[src/rtl/ocpp_pkg.sv]
// Package with the types, constants and tables of the omnidirectional camera projection block.
`timescale 1ns / 1ps
`default_nettype none
package ocpp_pkg;

  localparam int MAX_TERMS = 16;
  localparam int TERM_W = $clog2(MAX_TERMS);
  localparam int TCNT_W = 6;

  localparam logic signed [47:0] HI48 = 48'sh7FFF_FFFF_FFFF;
  localparam logic signed [47:0] LO48 = 48'sh8000_0000_0000;
  localparam logic signed [31:0] AFFINE_C_RESET = 32'sh4000_0000;

  typedef enum logic [2:0] {
    CFG_CENTER_X = 3'd0,
    CFG_CENTER_Y = 3'd1,
    CFG_AFFINE_C = 3'd2,
    CFG_AFFINE_D = 3'd3,
    CFG_AFFINE_E = 3'd4,
    CFG_POLY_TERMS = 3'd5
  } cfg_idx_e;

  typedef enum logic {
    FUNC_LOAD = 1'b0,
    FUNC_PROJECT = 1'b1
  } func_e;

  typedef struct packed {
    logic [27:0] center_x;
    logic [27:0] center_y;
    logic signed [31:0] affine_c;
    logic signed [31:0] affine_d;
    logic signed [31:0] affine_e;
    logic [4:0] poly_terms;
  } cfg_t;

  typedef struct packed {
    logic func;
    logic [3:0] coef_index;
    logic signed [47:0] coef_value;
    logic signed [31:0] point_x;
    logic signed [31:0] point_y;
    logic signed [31:0] point_z;
  } in_req_t;

  typedef struct packed {
    logic signed [31:0] pixel_u;
    logic signed [31:0] pixel_v;
    logic on_axis;
  } out_rsp_t;

  typedef struct packed {
    logic start;
    logic signed [47:0] a;
    logic signed [31:0] b;
    logic sh38;
    logic sat;
  } mul_req_t;

  function automatic logic signed [31:0] atan_q30(input logic [4:0] i);
    logic signed [31:0] t;
    case (i)
      5'd0: t = 32'sd843314857;
      5'd1: t = 32'sd497837829;
      5'd2: t = 32'sd263043837;
      5'd3: t = 32'sd133525159;
      5'd4: t = 32'sd67021687;
      5'd5: t = 32'sd33543516;
      5'd6: t = 32'sd16775851;
      5'd7: t = 32'sd8388437;
      5'd8: t = 32'sd4194283;
      5'd9: t = 32'sd2097149;
      5'd10: t = 32'sd1048576;
      default: t = 32'sd1 <<< (5'd30 - i);
    endcase
    return t;
  endfunction

endpackage
`default_nettype wire

[src/rtl/ocpp_mul.sv]
// Shared multi-cycle signed multiplier with rounding shift and optional 48-bit clamp.
`timescale 1ns / 1ps
`default_nettype none
module ocpp_mul import ocpp_pkg::*; (
  input  logic                clk_i,
  input  logic                rst_ni,
  input  mul_req_t            req_i,
  output logic                done_o,
  output logic signed [48:0]  res_o
);

  logic        busy_q;
  logic [1:0]  cnt_q;
  logic [47:0] a_q;
  logic [31:0] b_q;
  logic        neg_q, sh38_q, sat_q;
  logic [79:0] acc_q;
  logic        done_q;
  logic signed [48:0] res_q;

  logic [47:0] pp;
  logic [80:0] rsum;
  logic [80:0] shd;
  logic [47:0] rmag;

  assign pp   = a_q[{cnt_q, 4'b0} +: 16] * b_q;
  assign rsum = {1'b0, acc_q} + (sh38_q ? (81'd1 << 37) : (81'd1 << 29));
  assign shd  = sh38_q ? (rsum >> 38) : (rsum >> 30);
  assign rmag = (sat_q && (shd > 81'(HI48))) ? HI48 : shd[47:0];

  always_ff @(posedge clk_i or negedge rst_ni) begin
    if (!rst_ni) begin
      busy_q <= 1'b0;
      cnt_q  <= '0;
      done_q <= 1'b0;
      a_q    <= '0;
      b_q    <= '0;
      neg_q  <= 1'b0;
      sh38_q <= 1'b0;
      sat_q  <= 1'b0;
      acc_q  <= '0;
      res_q  <= '0;
    end else begin
      done_q <= 1'b0;
      if (req_i.start) begin
        busy_q <= 1'b1;
        cnt_q  <= '0;
        acc_q  <= '0;
        a_q    <= req_i.a[47] ? 48'(-req_i.a) : 48'(req_i.a);
        b_q    <= req_i.b[31] ? 32'(-req_i.b) : 32'(req_i.b);
        neg_q  <= req_i.a[47] ^ req_i.b[31];
        sh38_q <= req_i.sh38;
        sat_q  <= req_i.sat;
      end else if (busy_q) begin
        if (cnt_q != 2'd3) begin
          acc_q <= acc_q + ({32'd0, pp} << {cnt_q, 4'b0});
          cnt_q <= cnt_q + 2'd1;
        end else begin
          busy_q <= 1'b0;
          done_q <= 1'b1;
          res_q  <= neg_q ? -$signed({1'b0, rmag}) : $signed({1'b0, rmag});
        end
      end
    end
  end

  assign done_o = done_q;
  assign res_o  = res_q;

endmodule
`default_nettype wire

[config.mk]
export PLATFORM = sky130hd
export DESIGN_NAME = ocpp_mul
export DESIGN_NICKNAME = d
export VERILOG_FILES = /design/src/rtl/ocpp_pkg.sv /design/src/rtl/ocpp_mul.sv
export SDC_FILE = /design/constraint.sdc
export NUM_CORES = 2
export LEC_CHECK = 0
export BUFFER_PORTS_ARGS = -buffer_cell sky130_fd_sc_hd__buf_2
export CAP_MARGIN = 20
export CORE_MARGIN = 4
export CORE_UTILIZATION = 45
export CTS_CLUSTER_DIAMETER = 200
export CTS_CLUSTER_SIZE = 40
export DETAILED_ROUTE_END_ITERATION = 6
export MAX_ROUTING_LAYER = met4
export PLACE_DENSITY_LB_ADDON = 0.15
export SYNTH_ARGS = -nofsm -noshare
export SYNTH_HDL_FRONTEND = slang
export SYNTH_SLANG_ARGS = --single-unit
[constraint.sdc]
create_clock -name clk_i -period 14.86 [get_ports clk_i]
set_input_delay 1.486 -clock clk_i [delete_from_list [all_inputs] [get_ports clk_i]]
set_output_delay 1.486 -clock clk_i [all_outputs]
set_load 0.005 [all_outputs]
== Yosys cells after proc, flatten, opt, wreduce, memory -nomap -nowiden ==
Index checks and enable logic that the tools add are counted.

* $add $sub $neg: 6
* $mul: 1
* $lt $le $gt $ge: 1
* Eq/ne operators: 1
* Shift operators: 2
* Multiplexer cells: 18
* Bitwise operators: 3
* Reductions and logical operators: 5

{| class="wikitable"
|+ Operators by type and width
! kind !! count
|-
| two-way mux 80 bit || 3
|-
| two-way mux 48 bit || 2
|-
| adder 80 x 38 -> 81 bit || 1
|-
| adder 80 bit || 1
|-
| left shift 48 x 6 -> 80 bit || 1
|-
| > comparator 51 x 47 -> 1 bit (second input constant) || 1
|-
| two-way mux 51 bit || 1
|-
| two-way mux 49 bit || 1
|-
| negator 48 -> 49 bit || 1
|-
| multiplier 16 x 32 -> 48 bit || 1
|-
| negator 48 bit || 1
|-
| indexed part select 48 x 7 -> 16 bit || 1
|-
| two-way mux 38 bit || 1
|-
| two-way mux 32 bit || 1
|-
| negator 32 bit || 1
|-
| two-way mux 1 bit || 6
|-
| two-way mux 2 bit || 3
|-
| nonzero test 2 bit || 2
|-
| AND reduction 3 bit || 1
|-
| adder 2 x 1 -> 2 bit (second input constant) || 1
|-
| inequality test 2 bit (second input constant) || 1
|-
| inverter 1 bit || 2
|-
| AND reduction 2 bit || 1
|-
| logical AND 1 bit || 1
|-
| XOR 1 bit || 1
|}

* Register bits: 216
* Input port bits: 85
* Output and inout bits: 50
* Word-level logic and storage cells: 47

== Depth between registers and ports, before layout ==
* Word-level depth: 8
* Mapped depth: 45
* Mapped depth without buffers: 41

== Least setup slack after synthesis ==
OpenSTA, ideal clock, no wires.

* Path type: register to register
* Start: register cnt_q[0]
* End: register acc_q[78]
* Library setup time: 0.083 ns
* Data arrival time: 10.782 ns
* Required time: 14.777 ns
* Setup slack: 3.996 ns
* Stages on the path, launching flop included: 43
* Path buffers: 5
* Period minus slack after synthesis: 10.864 ns
* Cell sequence: dfrtp_1 clkbuf_1 clkbuf_1 clkbuf_1 mux2i_1 o21ai_1 clkbuf_1 nand2_1 fa_1 inv_1 fa_1 inv_1 fa_1 inv_1 fa_1 fa_1 inv_1 fa_1 [7 not listed] a21boi_0 o31a_1 or2_2 xor2_1 a31o_2 ha_1 clkbuf_1 nand2_1 nor2_1 nand2_1 or4_1 or4_1 a211oi_1 o31ai_1 o21bai_1 a21oi_1 xor2_1 o21ai_0

* Cells in the longest elaborated chain, start to end: 7
* Elaborated cells on any way between the ends: 10
* Classes of those cells: 1 x add/sub; 1 x mul; 1 x eq/ne; 2 x shift; 3 x mux; 2 x reduce/logical

{| class="wikitable"
|+ Ends and longest elaborated chain
! item !! RTL line !! source
|-
| start: declaration || ocpp_mul.sv:13 || <nowiki>logic [1:0] cnt_q;</nowiki>
|-
| start signal: assignment || ocpp_mul.sv:57 || <nowiki>cnt_q <= cnt_q + 2'd1;</nowiki>
|-
| indexed part select 48 x 7 -> 16 bit || ocpp_mul.sv:26 || <nowiki>assign pp = a_q[{cnt_q, 4'b0} +: 16] * b_q;</nowiki>
|-
| multiplier 16 x 32 -> 48 bit || ocpp_mul.sv:26 ||
|-
| left shift 48 x 6 -> 80 bit || ocpp_mul.sv:56 || <nowiki>acc_q <= acc_q + ({32'd0, pp} << {cnt_q, 4'b0});</nowiki>
|-
| adder 80 bit || ocpp_mul.sv:56 ||
|-
| two-way mux 80 bit || ocpp_mul.sv:55 || <nowiki>if (cnt_q != 2'd3) begin</nowiki>
|-
| two-way mux 80 bit || ocpp_mul.sv:54 || <nowiki>end else if (busy_q) begin</nowiki>
|-
| two-way mux 80 bit || ocpp_mul.sv:45 || <nowiki>if (req_i.start) begin</nowiki>
|-
| end signal: assignment || ocpp_mul.sv:56 ||
|-
| end: declaration || ocpp_mul.sv:17 || <nowiki>logic [79:0] acc_q;</nowiki>
|}

Several ways; a longest one is shown, not always the timed one. The select of a mux whose other input is x is not followed.
A chain may end at the register's enable or synchronous reset.

== Worst setup path after layout ==
* Start: register cnt_q[1]
* End: register acc_q[79]

Same word-level chain as after synthesis.

==> impl_metrics.env <==
export IMPL_core_um2=77300
export IMPL_synth_top_area_share_pct=23.9
export IMPL_die_w_um=287
export IMPL_clkTransAtPathRegs_ns=0.16
export IMPL_cts_resized=0
export IMPL_worst_path_largest_cell_delay_ns=0.92
export IMPL_setup_viol_count_final=0
export IMPL_netlist_top_cell_by_area="fa_1"
export IMPL_synth_area_leaders="fa_1, dfrtp_1, ha_1, nand2_1, inv_1"
export IMPL_io_buffers=134
export IMPL_cts_sinks=216
export IMPL_cp_end_kind="flip-flop"
export IMPL_synth_distinct_cells=86
export IMPL_drv_slew=0
export IMPL_synthTopCellsByCount="nand2_1, inv_1, fa_1, a21oi_1, nor2_1"
export IMPL_rsz0062_at_grt="no"
export IMPL_h_tree_depth=1
export IMPL_cts_buffers=10
export IMPL_critPathKind="flip-flop to flip-flop"
export IMPL_slew_headroom_pct=24.6
export IMPL_wirelength_um=108000
export IMPL_cts_tree="yes"
export IMPL_synth_area_um2=35000
export IMPL_cts_post_setup_buffers_inserted=0
export IMPL_diodes=0
export IMPL_drc=0
export IMPL_hpwl_um=82900
export IMPL_worstSetupStartpointType="flip-flop"
export IMPL_synth_edff_count=0
export IMPL_clock_skew_ns=0.0667
export IMPL_fillers=7862
export IMPL_finalSetupTns_ns=0
export IMPL_vias_per_cell=5.68
export IMPL_routed_wl_met3_um=5050
export IMPL_die_y_um=287
export IMPL_placed_cells=5301
export IMPL_synth_most_common_cell="nand2_1"
export IMPL_netlist_instances=4326
export IMPL_worstMarginPinSlew_ns=1.10
export IMPL_met1Wirelength_um=48900
export IMPL_path_max_fanout=31
export IMPL_io_pins=135
export IMPL_synthToLayoutAreaGrowth_pct=5.25
export IMPL_post_route_util_pct=47.7
export IMPL_rows=102
export IMPL_seqCellArea_um2=5410
export IMPL_drt_pass1_iterations=6
export IMPL_drv_cap=0
export IMPL_syn_num_nets=5041
export IMPL_slowest_stage="a2111oi_0"
export IMPL_outcome="finished clean"
export IMPL_pre_cts_slack_ns=2.17
export IMPL_drtIter0Drc=1979
export IMPL_routabilityCongestion=0.964
export IMPL_wl_met2_um=51100
export IMPL_cts_hold_buf=0
export IMPL_required_ns=15.31
export IMPL_async_flop_share_pct=100
export IMPL_hold_class="flip-flop to flip-flop"
export IMPL_cts_buffer_depth=3
export IMPL_drive_above_1_share_pct=6.24
export IMPL_yosys_most_used_dff="dfrtp_1"
export IMPL_grt_usage_pct=27.0
export IMPL_fin_crit_sh_pct=86.1
export IMPL_max_freq_mhz=78.2
export IMPL_clkLatencyLatePin_ns=0.56
export IMPL_grt_overflow=0
export IMPL_postRouteAntennaNets=0
export IMPL_ys_seq_elements=216
export IMPL_timing_final_ws_setup_ns=2.07
export IMPL_grt_pass1_vias=30200
export IMPL_min_period_ns=12.79
export IMPL_yosysSeqAreaShare_pct=15.4
export IMPL_synth_area_per_cell_um2=8.10
export IMPL_top_layer_used="met4"
export IMPL_num_vias=30200
export IMPL_die_area_um2=82400
export IMPL_cp_arrival_ns=13.25
export IMPL_finalHoldViolCount=0
export IMPL_grt_max_degree=109
export IMPL_nets=4988
export IMPL_yosys_warnings=0
export IMPL_antenna_found_initial=0
export IMPL_start_util_pct=45.3
export IMPL_grt_pass1_wl_um=173000
export IMPL_cts_root_buf="clkbuf_16"
export IMPL_multiInputGateArea_um2=26900
export IMPL_stdcell_count=5317
export IMPL_post_drt_wl_per_cell_um=20.3
placed cells by master, fill, tap and decap left out, types with 10 or more instances in the layout:
cell       instances
xnor2_1          104
fa_1             419
o211ai_1          14
nand2b_1          21
or4_1             25
a21boi_0          10
or3_1             31
nand2_1          638
a211oi_1          19
buf_4             37
dfrtp_1          213
nand4_1           43
o41ai_1           23
mux2_2            21
buf_2            132
clkbuf_16         11
a21o_1            90
nor2_1           243
ha_1             211
and2_1           243
o22ai_1           14
and3_1            31
nor3_1            56
inv_1            518
nor2b_1           18
xor2_1           136
or2_2             13
mux2i_1           37
o31ai_1           48
o21bai_1          28
a22o_1            11
o21ai_0          186
and4_1            14
o21a_1            29
nand3_1           69
nor4_1            27
a21oi_1          298
a31oi_1           26
worst paths after layout:
path	startpoint	to	slack, ns	cells past startpoint
max	cnt_q[1]	acc_q[79]	2.07	42
max reg2reg	cnt_q[1]	acc_q[79]	2.07	42
min reg2reg	res_o[37]	res_o[37]	0.50	2
min in group asynchronous	rst_ni	b_q[25]	0.98	1
min	res_o[37]	res_o[37]	0.50	2
max in group asynchronous	rst_ni	sh38_q	12.43	2
per-stage QoR:
step / hold WS [ns] / cell area [um2]
final: 0.497 / 36900
after global routing: 0.521 / 36900
after CTS: 0.502 / 36900
after detailed placement: 0.465 / 36500
after global placement: 0.461 / 36500
after floorplan: 0.470 / 35000
per-layer routing:
layer	track usage (%)	vias to the layer above
met5	-	-
met4	5.87	0
met3	2.47	134
met2	44.1	798
met1	37.0	15000
li1	-	14200
cells by family after synthesis:
family                     count (synthesis)  share of synthesized area [%]
DFF                                      216                           15.4
and+or+nand+nor                         1505                           20.6
AOI/OAI and AO/OA                        921                           16.6
muxes                                     58                           1.73
xor gates and xnor gates                 240                           6.00
buffers and inverters                    756                           8.14
adders and majority gates                630                           31.5
critical path, delay by kind of cell (launching register included):
kind	cells	cell delay, ns
DFF	1	0.81
and+or+nand+nor	7	1.46
adders and majority gates	8	3.77
AOI/OAI and AO/OA	16	4.69
muxes	2	0.58
buffers and inverters	9	1.31
layout make-up:
cell class              instances  area share [%]
clock buffers                  12           0.756
clock inverters                 4           0.187
inverters                     520            5.29
multi-input cells            3354            73.0
flip-flops and latches        216            14.7
well taps                    1040            3.53
repair buffers                171            2.62
sequential cells by signal, summed over array words and instances (netlist names):
register  count
cnt_q         2
sat_q         1
done_o        1
neg_q         1
sh38_q        1
acc_q        80
res_o        49
a_q          48
busy_q        1
b_q          32
Power is left out: the tool's default activity adds up to more than one toggle a clock period on the data nets, which glitch-free logic cannot reach.
